$ cat config.mk
export PLATFORM = sky130hd
export DESIGN_NAME = c8cs_ctrl
export DESIGN_NICKNAME = d
export VERILOG_FILES = /design/src/hw/rtl/c8cs_pkg.sv /design/src/hw/rtl/c8cs_ctrl.sv
export VERILOG_INCLUDE_DIRS = /design/src /design/src/hw/rtl
export SDC_FILE = /design/constraint.sdc
export NUM_CORES = 1
export LEC_CHECK = 0
export BUFFER_PORTS_ARGS = -buffer_cell sky130_fd_sc_hd__buf_2
export CORE_MARGIN = 2
export CORE_UTILIZATION = 57
export CTS_BUF_LIST = sky130_fd_sc_hd__clkbuf_2 sky130_fd_sc_hd__clkbuf_4 sky130_fd_sc_hd__clkbuf_8
export DETAILED_ROUTE_END_ITERATION = 6
export GPL_TIMING_DRIVEN = 0
export HOLD_SLACK_MARGIN = 0.03
export PLACE_DENSITY = 0.86
export SYNTH_ARGS = -nofsm -noshare
export SYNTH_HDL_FRONTEND = slang
export SYNTH_SLANG_ARGS = --single-unit
$ cat constraint.sdc
create_clock -name clk_i -period 4.1 [get_ports clk_i]
set_input_delay 0.82 -clock clk_i [delete_from_list [all_inputs] [get_ports clk_i]]
set_output_delay 0.82 -clock clk_i [all_outputs]
set_load 0.1 [all_outputs]
$ cat src/hw/rtl/chip8_core_subset_macros.svh
// Assertion helpers for the controller RTL; each expects clk_i and rst_ni in scope.
`ifndef CHIP8_CORE_SUBSET_MACROS_SVH
`define CHIP8_CORE_SUBSET_MACROS_SVH

// Same-cycle implication.
`define C8CS_ASSERT_NOW(lbl, ante, cons) \
  lbl: assert property (@(posedge clk_i) disable iff (!rst_ni) (ante) |-> (cons)) \
    else $error("c8cs assertion failed");

// Next-cycle implication.
`define C8CS_ASSERT_NEXT(lbl, ante, cons) \
  lbl: assert property (@(posedge clk_i) disable iff (!rst_ni) (ante) |=> (cons)) \
    else $error("c8cs assertion failed");

`endif

$ cat src/hw/rtl/c8cs_pkg.sv
`default_nettype none
package c8cs_pkg;
  localparam int unsigned MemBytes     = 4096;
  localparam int unsigned ScreenWidth  = 64;
  localparam int unsigned ScreenHeight = 32;
  localparam int unsigned AddrW        = $clog2(MemBytes);
  localparam int unsigned RowW         = $clog2(ScreenHeight);
  localparam int unsigned ColW         = $clog2(ScreenWidth);

  localparam logic [AddrW-1:0] PcStart = 12'h200;

  localparam logic [1:0] REQ_WRITE = 2'd0;
  localparam logic [1:0] REQ_EXEC  = 2'd1;
  localparam logic [1:0] REQ_PIXEL = 2'd2;
  localparam logic [1:0] REQ_NONE  = 2'd3;

  localparam logic [3:0] OP_SYS   = 4'h0;
  localparam logic [3:0] OP_JUMP  = 4'h1;
  localparam logic [3:0] OP_SET   = 4'h6;
  localparam logic [3:0] OP_ADD   = 4'h7;
  localparam logic [3:0] OP_INDEX = 4'hA;
  localparam logic [3:0] OP_DRAW  = 4'hD;
  localparam logic [15:0] OpClear = 16'h00E0;

  typedef struct packed {
    logic clr_step;
    logic latch_in;
    logic mem_wr;
    logic fetch0;
    logic fetch1;
    logic fetch2;
    logic exec;
    logic drawy;
    logic row_rd;
    logic row_wr;
    logic pix0;
    logic pix1;
    logic load_out;
  } c8cs_cmd_t;

  typedef struct packed {
    logic [1:0] req;
    logic [3:0] kind;
    logic       row_done;
    logic       clr_last;
    logic       out_free;
  } c8cs_stat_t;
endpackage
`default_nettype wire

$ cat src/hw/rtl/c8cs_ctrl.sv
`default_nettype none
`include "chip8_core_subset_macros.svh"
module c8cs_ctrl import c8cs_pkg::*; (
  input  wire logic       clk_i,
  input  wire logic       rst_ni,
  input  wire logic       in_valid_i,
  output logic            in_ready_o,
  input  wire c8cs_stat_t stat_i,
  output c8cs_cmd_t       cmd_o
);
  typedef enum logic [12:0] {
    S_CLEAR  = 13'b0000000000001,
    S_IDLE   = 13'b0000000000010,
    S_WRITE  = 13'b0000000000100,
    S_FETCH0 = 13'b0000000001000,
    S_FETCH1 = 13'b0000000010000,
    S_FETCH2 = 13'b0000000100000,
    S_EXEC   = 13'b0000001000000,
    S_DRAWY  = 13'b0000010000000,
    S_ROWRD  = 13'b0000100000000,
    S_ROWWR  = 13'b0001000000000,
    S_PIX0   = 13'b0010000000000,
    S_PIX1   = 13'b0100000000000,
    S_DONE   = 13'b1000000000000
  } state_e;

  state_e state_q, state_d;

  always_comb begin
    state_d = state_q;
    cmd_o   = '0;
    unique case (state_q)
      S_CLEAR: begin
        cmd_o.clr_step = 1'b1;
        if (stat_i.clr_last) begin
          state_d = S_IDLE;
        end
      end
      S_IDLE: begin
        if (in_valid_i) begin
          cmd_o.latch_in = 1'b1;
          case (stat_i.req)
            REQ_WRITE: state_d = S_WRITE;
            REQ_EXEC:  state_d = S_FETCH0;
            REQ_PIXEL: state_d = S_PIX0;
            default:   state_d = S_DONE;
          endcase
        end
      end
      S_WRITE: begin
        cmd_o.mem_wr = 1'b1;
        state_d = S_DONE;
      end
      S_FETCH0: begin
        cmd_o.fetch0 = 1'b1;
        state_d = S_FETCH1;
      end
      S_FETCH1: begin
        cmd_o.fetch1 = 1'b1;
        state_d = S_FETCH2;
      end
      S_FETCH2: begin
        cmd_o.fetch2 = 1'b1;
        state_d = S_EXEC;
      end
      S_EXEC: begin
        cmd_o.exec = 1'b1;
        state_d = (stat_i.kind == OP_DRAW) ? S_DRAWY : S_DONE;
      end
      S_DRAWY: begin
        cmd_o.drawy = 1'b1;
        state_d = S_ROWRD;
      end
      S_ROWRD: begin
        if (stat_i.row_done) begin
          state_d = S_DONE;
        end else begin
          cmd_o.row_rd = 1'b1;
          state_d = S_ROWWR;
        end
      end
      S_ROWWR: begin
        cmd_o.row_wr = 1'b1;
        state_d = S_ROWRD;
      end
      S_PIX0: begin
        cmd_o.pix0 = 1'b1;
        state_d = S_PIX1;
      end
      S_PIX1: begin
        cmd_o.pix1 = 1'b1;
        state_d = S_DONE;
      end
      S_DONE: begin
        if (stat_i.out_free) begin
          cmd_o.load_out = 1'b1;
          state_d = S_IDLE;
        end
      end
      default: state_d = S_CLEAR;
    endcase
  end

  assign in_ready_o = (state_q == S_IDLE);

  always_ff @(posedge clk_i or negedge rst_ni) begin
    if (!rst_ni) begin
      state_q <= S_CLEAR;
    end else begin
      state_q <= state_d;
    end
  end

  `C8CS_ASSERT_NEXT(a_fetch_to_exec, state_q == S_FETCH2, state_q == S_EXEC)
  `C8CS_ASSERT_NEXT(a_load_to_idle, cmd_o.load_out, state_q == S_IDLE)
  `C8CS_ASSERT_NEXT(a_no_reclear, state_q == S_IDLE, state_q != S_CLEAR)
  `C8CS_ASSERT_NOW(a_row_wr_after_rd, state_q == S_ROWWR, $past(cmd_o.row_rd))
endmodule
`default_nettype wire

==> results <==
- The run finished with clean final reports.
- STA classifies the critical path endpoint as an output pin.
- The floorplan die area is roughly 2000 sq um.
- Clock-pin slew was measured on the worst setup and hold paths at approximately 90 ps.
- The slack of the worst reg-to-reg path is around 1900 ps.
- The width of the die is around 44 um.
- More flip-flops sit in one register than any other, and that register is state_q.
- The critical path class is reg2out.
- Setup repair after global routing left no endpoint under its margin.
- The dominant cell type by count on the critical path is sky130_fd_sc_hd__buf_2.
- The via count is between 900 and 1000.
- The count of warnings emitted by yosys is 0.
- The clock tree from TritonCTS is yes.
- The time the worst path needs with I/O delays and setup is between 3000 and 4000 ps.
- The max-slew violation total from the final report is 0.
- In this run, the number of DRC markers left after iteration 0 of detailed routing was 25.
- Setup violations remaining at the end of the flow were counted as 0.
- In this run the worst path has a maximum fanout of 9.
- The number of clock sinks seen by CTS is 13.
- The critical path runs through a total of 7 cells.
- The number of setup buffers added after CTS is 0.
- Across the VDD grid, the largest voltage drop is 0.371 mV.
- The worst register-to-register path has a depth of 6.
- The final routed DRC violation total is 0.
- The count of nets left with antenna violations once routing finished came out at 0.
- The stage delay of the slowest cell on the critical path is roughly 540 ps.
- The mapped cell area is 933 sq um.
- The post-synthesis to final-layout area growth is 20.9%.
- The final weighted congestion in routability-driven placement is 0.853.
- The number of input and output port buffers inserted is 25.
- 0 antenna diodes ended up in the layout.
- The maximum number of pins on one net before global-route repair is 14.
- The top flip-flop cell by instance count after synthesis is sky130_fd_sc_hd__dfrtp_1.
- The buffer depth of the longest clock path is 2.
- The total wire length after detailed routing is about 2200 um.
- Based on the critical path, the design can be clocked at up to 275 MHz.
- The clock tree root buffer cell is sky130_fd_sc_hd__clkbuf_4.
- The number of endpoints with negative hold slack in the final report is 0.
- The worst setup path is launched from a flip-flop.
- Dividing the detail-routed wire length by the instance count gives about 15 um.
- In this run, synthesis produced a sequential element count of 13.
- The tool flagged a number of max-cap violations equal to 0.
- The TritonCTS buffer count is 3.
- The number of ports placed on the die boundary is 26.
- The worst register-to-register path ends at state_q[6].
- The library cell with the largest summed area after synthesis is sky130_fd_sc_hd__dfrtp_1.
- The post-synthesis cell count is about 110.
- CTS built an H-tree with a depth of 1.
- The overall power of the completed layout is between 0.0005 and 0.0006 W.
- The flip-flop count of the largest register after layout is 13.
- Setup slack closes at 466 ps.
- The clock reaches the later pin of the worst-skew pair after just under 300 ps.
- By area the synthesized netlist is led by sky130_fd_sc_hd__dfrtp_1 32%, sky130_fd_sc_hd__nor4_1 4.7%, sky130_fd_sc_hd__and3b_2 4.3%.
- The core footprint is between 1500 and 2000 sq um.
- The worst path uses a little under 90% of the clock period.
- The largest registers in the layout are state_q x13.
- After legalization and detailed placement, the total HPWL measured around 1700 um.
- After synthesis, the most frequently instantiated cells are 12 x sky130_fd_sc_hd__dfrtp_1, 9 x sky130_fd_sc_hd__nor2_1, 7 x sky130_fd_sc_hd__nor3_1, 7 x sky130_fd_sc_hd__nor4_1.
- The areal power density over the cells is between 400 and 500 nW/um^2.
- Of the cells placed in the final design, the portion with a size suffix greater than 1 is between 30% and 40%.
- The family of cells with the greatest summed delay on the critical path is simple AND/OR/NAND/NOR gates.
- For this configuration, the core starts out at a cell density of 61.2%.
- The first-pass GRT wire length is 3820 um.
- The number of flops mapped to enable cells by yosys is 0.
- When the netlist entered floorplanning its net count stood at around 120.
- Setup total negative slack on the finished layout was measured at 0 ps.
- The number of buffers inserted for hold repair after clock tree synthesis is 0.
- In the final design database the tool counted 148 nets.
- The most frequently used cell type in the post-synthesis netlist is sky130_fd_sc_hd__dfrtp_1.
- The quantity of gates resized following cts is 0.
- Global routing used 26.7% of the available tracks.
- The count of unique library cells instantiated by Yosys is 39.
- The mean instance size in the synthesized netlist is ~9 sq um.
- At the placement stage, the worst setup path has a slack of just over 800 ps.
- The share of synthesized registers carrying an async set or reset is 100%.
- After detailed routing, the number of vias per cell comes to 6.22.
- The total overflow left after global routing is 0.
- The worst hold path class is in2async.
- The core utilization of the finished layout is 74.1%.
- The transition at the pin with the smallest max-transition slack is approximately 520 ps.
- The sequential element share of the synthesized area is between 30% and 40%.
- The worst clock skew is 4.66 ps.
- The initial antenna violation count is 0.
- In this run the tightest slew margin relative to its limit is between 60% and 70%.
- The number of iterations in the first detailed-routing pass is 4.
- The via count of the first global-routing pass is approximately 900.
- Data on the critical path arrives at its endpoint at roughly 2800 ps.
- The number of buffers and inverters on the critical path is 3.
- The slowest library cell on the worst path is sky130_fd_sc_hd__or4_4.
- The top cell type by area accounts for between 30% and 40% of the synthesized area.
- The start of the worst register-to-register path is state_q[8].
- The die span in y is around 44 um.
- The number of core rows is 14.
- The data required time at the worst endpoint is approximately 3300 ps.
- Traced cell by cell, the critical path runs through buf_2 > or4_4 > nand2b_1 > buf_2 > nor4_1 > and3b_2 > buf_2.
- For this design the static power due to leakage is between 0.5 and 0.6 nW.
-- how the worst max path moves through the flow --
stage	from	endpoint	slack [ps]
after CTS	state_q[8]	cmd_o[7]	480
after detailed placement	state_q[8]	cmd_o[7]	810
after floorplan	state_q[4]	cmd_o[4]	130
after global routing	state_q[10]	cmd_o[7]	270
after global placement	state_q[8]	cmd_o[7]	910
final	state_q[8]	cmd_o[7]	470
-- metal layers --
layer	track usage [%]	vias to the layer above	share of wire, %
li1	-	445	-
met1	32.1	454	39
met2	45.8	38	55
met3	8.57	2	5.8
met4	6.67	0	0.58
met5	0	-	0
-- worst register-to-register path, cell delays in order (launching register included) --
cell and delay (ps):
sky130_fd_sc_hd__dfrtp_1 360, sky130_fd_sc_hd__buf_2 170, sky130_fd_sc_hd__or4_4 540, sky130_fd_sc_hd__nand2b_1 170, sky130_fd_sc_hd__buf_2 170, sky130_fd_sc_hd__nor4_1 450, sky130_fd_sc_hd__and3b_2 270
-- placed cells by master, fill, tap and decap left out, drive strengths merged, types with 4 or more instances in the layout --
| cell | n |
|---|---|
| and3b | 7 |
| nor3b | 4 |
| clkbuf | 5 |
| or4 | 4 |
| dfrtp | 12 |
| inv | 6 |
| buf | 29 |
| nand2 | 7 |
| nor3 | 7 |
| nor2 | 10 |
| nor4 | 7 |
-- metrics by stage --
stage | instance area, sq um | cells | hold WS, ps
floorplan | 956 | 106 | 524
global placement | 1100 | 147 | 590
detailed placement | 1100 | 147 | 601
CTS | 1130 | 151 | 409
global route | 1130 | 151 | 430
finish | 1130 | 151 | 405
-- area by class of cell --
class	instances	area (sq um)
inverter	6	22.5
buffer	6	40.0
clock inverter	1	5.00
timing repair buffer	25	125
clock buffer	3	22.5
sequential	13	327
multi-input combinational	81	567
fill	118	395
tap	16	20.0
-- logic make-up after synthesis --
group,after synthesis,synth area share (%)
xor+xnor,5,4.69
flops,13,35.0
buf+inv,12,6.70
simple gates,62,43.7
compound gates,14,9.92
-- power by group --
part	internal, W	total [W]	switching (W)
Sequential	0.000145	0.000164	0.0000190
Combinational	0.0000849	0.000303	0.000218
Clock	0.0000363	0.0000839	0.0000476
Power figures use the tool's default switching activity.
